**config.mk**
```make
export PLATFORM = sky130hd
export DESIGN_NAME = eab_qmul
export DESIGN_NICKNAME = d
export VERILOG_FILES = /design/src/sv/eab_pkg.sv /design/src/sv/eab_qmul.sv
export SDC_FILE = /design/constraint.sdc
export NUM_CORES = 2
export LEC_CHECK = 0
export ABC_CLOCK_PERIOD_IN_PS = 12900
export BUFFER_PORTS_ARGS = -buffer_cell sky130_fd_sc_hd__buf_2
export CORE_ASPECT_RATIO = 1.4
export CORE_UTILIZATION = 67
export DETAILED_ROUTE_END_ITERATION = 6
export PLACE_DENSITY = 0.92
export SYNTH_ARGS = -nofsm -noshare
export SYNTH_HDL_FRONTEND = slang
export SYNTH_SLANG_ARGS = --single-unit
```
**constraint.sdc**
```tcl
create_clock -name clock -period 12.9 [get_ports clock]
set_input_delay 1.29 -clock clock [delete_from_list [all_inputs] [get_ports clock]]
set_output_delay 1.29 -clock clock [all_outputs]
set_load 0.1 [all_outputs]
```
**src/sv/eab_pkg.sv**
```systemverilog
// ----------------------------------------------------------------------------
// eab_pkg: shared types, constants and functions
// Fixed-point formats, series coefficients and output rounding for the
// Euler angle to basis vector pipeline.
// ----------------------------------------------------------------------------
package eab_pkg;

   // Angle width used from each 16-bit input field, and output fraction bits
   localparam int ANGLE_BITS = 16;
   localparam int FRAC_BITS  = 14;
   localparam int FIELD_BITS = 16;
   localparam int OUT_BITS   = 16;

   // Internal Q30 working format
   localparam int WORK_BITS = 30;
   localparam logic [30:0] WORK_ONE  = 31'd1 << WORK_BITS;
   localparam logic [63:0] WORK_HALF = 64'd1 << (WORK_BITS - 1);

   // pi/2 in Q30
   localparam logic [30:0] PI_HALF = 31'd1686629713;

   // Angle folding
   localparam logic [ANGLE_BITS-2:0] QUARTER_R = (ANGLE_BITS - 1)'(1) << (ANGLE_BITS - 2);
   localparam logic [ANGLE_BITS-1:0] QUARTER   = ANGLE_BITS'(1) << (ANGLE_BITS - 2);
   localparam int UP_SHIFT = WORK_BITS - (ANGLE_BITS - 2);

   // Horner series: one cell per term, three stages per cell
   localparam int HORNER_STEPS = 7;
   localparam int CELL_STAGES  = 3;
   // Term factors 2k(2k+1), k = 7 down to 1, and floor(2^32 / factor)
   localparam logic [7:0]  HORNER_DIV   [HORNER_STEPS] = '{8'd210, 8'd156, 8'd110, 8'd72,
                                                           8'd42, 8'd20, 8'd6};
   localparam logic [29:0] HORNER_RECIP [HORNER_STEPS] = '{30'd20452225, 30'd27531841,
                                                           30'd39045157, 30'd59652323,
                                                           30'd102261126, 30'd214748364,
                                                           30'd715827882};

   // Pipeline depths
   localparam int SINE_LATENCY = 2 + HORNER_STEPS * CELL_STAGES + 1;
   localparam int QMUL_LATENCY = 2;
   localparam int LATENCY      = SINE_LATENCY + 2 * QMUL_LATENCY + 2;

   // Output rounding
   localparam int OUT_SHIFT = WORK_BITS - FRAC_BITS;
   localparam logic [32:0] OUT_RND = (OUT_SHIFT > 0) ? (33'd1 << (OUT_SHIFT - 1)) : 33'd0;
   localparam logic [32:0] OUT_LIM = 33'd1 << FRAC_BITS;
   localparam logic signed [OUT_BITS-1:0] RESULT_LIM = OUT_BITS'(1 << FRAC_BITS);

   typedef logic [ANGLE_BITS-1:0]   angle_type;
   typedef logic signed [31:0]      work_type;
   typedef logic signed [32:0]      sum_type;
   typedef logic [OUT_BITS-1:0]     result_type;

   // Data handed from cell to cell beside the running series term
   typedef struct packed {
      logic [30:0] x;
      logic [31:0] s;
      logic        neg;
   } horner_side_type;

   // Round a Q30 sum on its magnitude, saturate to +-1.0, fold into the field
   function automatic result_type to_out(input sum_type v);
      logic [32:0] mag;
      logic [32:0] m;
      logic [32:0] r;
      mag = v[32] ? 33'(-v) : 33'(v);
      m   = (mag + OUT_RND) >> OUT_SHIFT;
      if (m > OUT_LIM) begin
         m = OUT_LIM;
      end
      r = v[32] ? 33'(-m) : m;
      return r[OUT_BITS-1:0];
   endfunction

endpackage

```
**src/sv/eab_qmul.sv**
```systemverilog
// ----------------------------------------------------------------------------
// eab_qmul: signed Q30 multiply
// Multiplies magnitudes, rounds to nearest with ties away from zero and
// restores the sign; two stages.
// ----------------------------------------------------------------------------
module eab_qmul (
   input  logic              clock,
   input  eab_pkg::work_type a,
   input  eab_pkg::work_type b,
   output eab_pkg::work_type p
);

   logic [31:0] mag_a, mag_b;
   logic [63:0] raw_ff, raw_in;
   logic        neg_ff;
   logic [63:0] rnd;
   eab_pkg::work_type p_ff, p_in;

   // Stage 1: product of magnitudes
   assign mag_a  = a[31] ? 32'(-a) : 32'(a);
   assign mag_b  = b[31] ? 32'(-b) : 32'(b);
   assign raw_in = 64'(mag_a) * 64'(mag_b);

   // Stage 2: round and restore the sign
   assign rnd  = raw_ff + eab_pkg::WORK_HALF;
   assign p_in = neg_ff ? -$signed(rnd[61:30]) : $signed(rnd[61:30]);

   always_ff @(posedge clock) begin
      raw_ff <= raw_in;
      neg_ff <= a[31] ^ b[31];
      p_ff   <= p_in;
   end

   assign p = p_ff;

endmodule

```
* After elaboration in Yosys (flattened, before gate mapping)
Cells that the tools add are included.
Storage, ports and cells: register bits 95, input port bits 65
Operators by class: multiplexer cells 3, multipliers 1, add/sub/neg operators 4, bitwise gates (word level) 1
Operator list (number):
- $mux 32 | 3
- $neg 32->32 | 3
- $add 62x30->62 const B | 1
- $mul 32x32->62 | 1
- $xor 1x1->1 | 1

* Depth between registers and ports, before layout
depth in word-level cells 3, depth in mapped cells 37, gate-level depth less buffers 34

* Least setup slack after synthesis
No wires, ideal clock.
kind input to register, from input port a[0], to register raw_ff[61], slack 1.934 ns, stages 35, path buffers 3, arrival 10.845 ns, path through inv_1 -> clkbuf_1 -> ha_1 -> or4b_2 -> or3_1 -> clkbuf_1 -> or3_1 -> or2_2 -> o21ai_0 -> xor2_1 -> clkbuf_1 -> nor2_1 -> fa_1 -> fa_1 -> inv_1 -> fa_1 -> fa_1 -> inv_1 -> fa_1 -> fa_1 -> fa_1 -> inv_1 -> fa_1 -> inv_1 -> ha_1 -> nand2_1 -> nor2_1 -> nand3_1 -> and3b_1 -> a21oi_1 -> o21a_1 -> o31ai_1 -> nand2_1 -> a311o_1 -> xnor2_1
Between the ends: cells in the longest elaborated chain, start to end 3
RTL lines:
- start: declaration | RTL line eab_qmul.sv:8 | input eab_pkg::work_type a,
- $neg 32->32 | RTL line eab_qmul.sv:20 | assign mag_a = a[31] ? 32'(-a) : 32'(a);
- $mux 32 * | RTL line eab_qmul.sv:20
- $mul 32x32->62 * | RTL line eab_qmul.sv:22 | assign raw_in = 64'(mag_a) * 64'(mag_b);
- net raw_in[61] | RTL line eab_qmul.sv:14 | logic [63:0] raw_ff, raw_in;
- end signal: assignment | RTL line eab_qmul.sv:29 | raw_ff <= raw_in;
- end: declaration | RTL line eab_qmul.sv:14
The timed path passes the listed nets; every way through them passes the cells marked *.

* Final worst setup path
Same ends and word-level chain as after synthesis.

==> impl_metrics.json <==
{
  "multiInputGateArea_um2": 30400,
  "rrSetupSlack_ps": 8670,
  "yosysWarnings": 0,
  "antenna_found_initial": 20,
  "ys_seq_area_frac": 0.0373,
  "die_y_um": 274,
  "ioPinCount": 97,
  "path_common_cell": "fa_1",
  "slowest_stage": "xor2_1",
  "clock-sinks": 66,
  "clkTransAtPathRegs_ps": 60,
  "slew_violations": 16,
  "syn2layout_area_growth_pct": 6.52,
  "syn_area_per_cell_um2": 8.67,
  "crit_type": "primary input to flip-flop",
  "hpwl_um": 100000,
  "tightest_slew_ps": 1530,
  "synth_top_area_share": 0.505,
  "slowest_delay_ps": 880,
  "fin_nets": 5338,
  "syn_nets": 5294,
  "cp.required_ps": 13120,
  "synth_area_leaders": "fa_1, inv_1, ha_1",
  "netlist_top_cells_count": "inv_1, fa_1, nor2_1",
  "die_x_um": 196,
  "finalCriticalPeriod_ps": 12200,
  "wl_per_cell_um": 27.1,
  "postRouteAntennaNets": 0,
  "drc": 44,
  "cts_hold_buf": 0,
  "syn-cell-area_um2": 35400,
  "synth_edf_count": 0,
  "maxSlewHeadroom": -0.0221,
  "crit_path_start_kind": "primary input",
  "drive_gt1_frac": 0.0713,
  "endpoint": "raw_ff[61]",
  "skew_ps": 6.35,
  "crit_start": "a[0]",
  "cts_root_buffer": "clkbuf_16",
  "fmax_ghz": 0.0820,
  "synth_largest_area_cell": "fa_1",
  "r2r-end": "p[28]",
  "ys_ff_latch": 66,
  "grt_pass1_vias": 33946,
  "cp_max_fo": 22,
  "initial_core_util": 0.679,
  "synth_most_common_cell": "inv_1",
  "gp_congestion": 1.08,
  "hold_violations": 0,
  "dieArea_um2": 53800,
  "clkLatencyLatePin_ps": 340,
  "viasPerCell": 6.48,
  "cp.buffers_inverters": 5,
  "routed_wl_um": 132000,
  "cts_tree": "done",
  "tns_ps": 0,
  "end_kind": "flip-flop",
  "core_area_um2": 52100,
  "maxCapViolations": 1,
  "grtUsageTotal": 0.519,
  "path_depth": 31,
  "violations": "DRC, capacitance limit, slew limit",
  "status": "complete, but fails checks",
  "hold_class": "flip-flop to flip-flop",
  "num_vias": 31472,
  "post_cts_buffers": 0,
  "cp_top_family": "adder cells",
  "rsz0062_at_grt": "no",
  "synthFlopType": "dfxtp_1",
  "synth.distinct_cells": 70,
  "n_fill_cell": 3686,
  "drt_iter0_markers": 4235,
  "async_reset_ff_frac": 0,
  "seq_area_um2": 1320,
  "cts_inserted_buffers": 9,
  "finalSetupViolations": 0,
  "grt_pass1_wl_um": 200000,
  "portBuffers": 96,
  "cts_resized": 0,
  "cts.htree.levels": 3,
  "worst_ep_arrival_time_ps": 12420,
  "clock_path_buffers": 2,
  "reg2reg_from": "raw_ff[36]",
  "grt-ovfl-total": 0,
  "std_cell_rows": 99,
  "r2r_cells": 10,
  "post-route-period-util": 0.946,
  "dr.pass1.iters": 7,
  "syn_inst": 4086,
  "grt_max_degree": 36
}
-- through the flow --
step | instance area (µm²) | util | setup slack, ps | hold WS [ps] | instances
2_1_floorplan | 35400 | - | 1930 | 534 | 4086
3_3_place_gp | 37400 | 0.717 | 1100 | 637 | 4826
3_5_place_dp | 37400 | 0.717 | 824 | 634 | 4826
4_1_cts | 37700 | 0.723 | 1160 | 644 | 4842
5_1_grt | 37700 | 0.723 | 431 | 661 | 4849
6_report | 37700 | 0.724 | 701 | 633 | 4855
-- flip-flops by register name (all words and copies together), names as in the netlist --
name and cells:
neg_ff 1, p 32, raw_ff 33
-- area by class of cell --
class                   instances  share of cell area
diodes                         13            0.000862
clock buffers                   9             0.00597
flip-flops and latches         66              0.0350
clock inverters                 7             0.00249
inverters                     902              0.0897
well taps                     707              0.0234
repair buffers                215              0.0367
multi-input cells            2936               0.806
-- worst min path at each step --
stage | startpoint | cells past startpoint | slack (ps) | end
after floorplan | raw_ff[61] | 2 | 530 | p[31]
after global placement | raw_ff[61] | 2 | 640 | p[31]
after detailed placement | raw_ff[61] | 2 | 630 | p[31]
after CTS | raw_ff[61] | 2 | 640 | p[31]
after global routing | raw_ff[61] | 2 | 660 | p[31]
final | raw_ff[61] | 2 | 630 | p[31]
-- routing by layer --
layer | global-route usage | part of all wire | vias to the layer above
met5 | 0.0425 | 0.0027 | -
met4 | 0.496 | 0.14 | 22
met3 | 0.278 | 0.16 | 1257
met2 | 0.765 | 0.43 | 2813
met1 | 0.517 | 0.27 | 15251
li1 | - | - | 12129
-- worst min-delay path, stage by stage, from the launching register on --
cell	delay, ps
dfxtp_1	350
xnor2_1	100
xnor2_1	130
-- cell usage in the layout (no fill, tap or decap), drive strengths merged, types with 18 or more instances in the layout --
cell type and n:
nor3 20, ha 249, fa 894, xor2 91
nand2 547, xnor2 124, a21oi 70, buf 215
dfxtp 66, o31ai 18, nand3 32, o21ai 68
nor2 584, nand4 25, a21o 22, inv 902
-- cells by family (layout without fill, tap and decap cells) --
family,Yosys count,count (layout),synth area share
AOI/OAI and AO/OA,260,260,0.0477
xor gates and xnor gates,215,215,0.0534
adders and majority gates,1143,1143,0.593
buffers and inverters,1084,1133,0.115
DFF,66,66,0.0373
muxes,5,5,0.00145
other,0,13,0
and+or+nand+nor,1313,1313,0.152
Power is not shown: default switching activity piles up to over one toggle a cycle in this logic, so the estimate is an artifact.
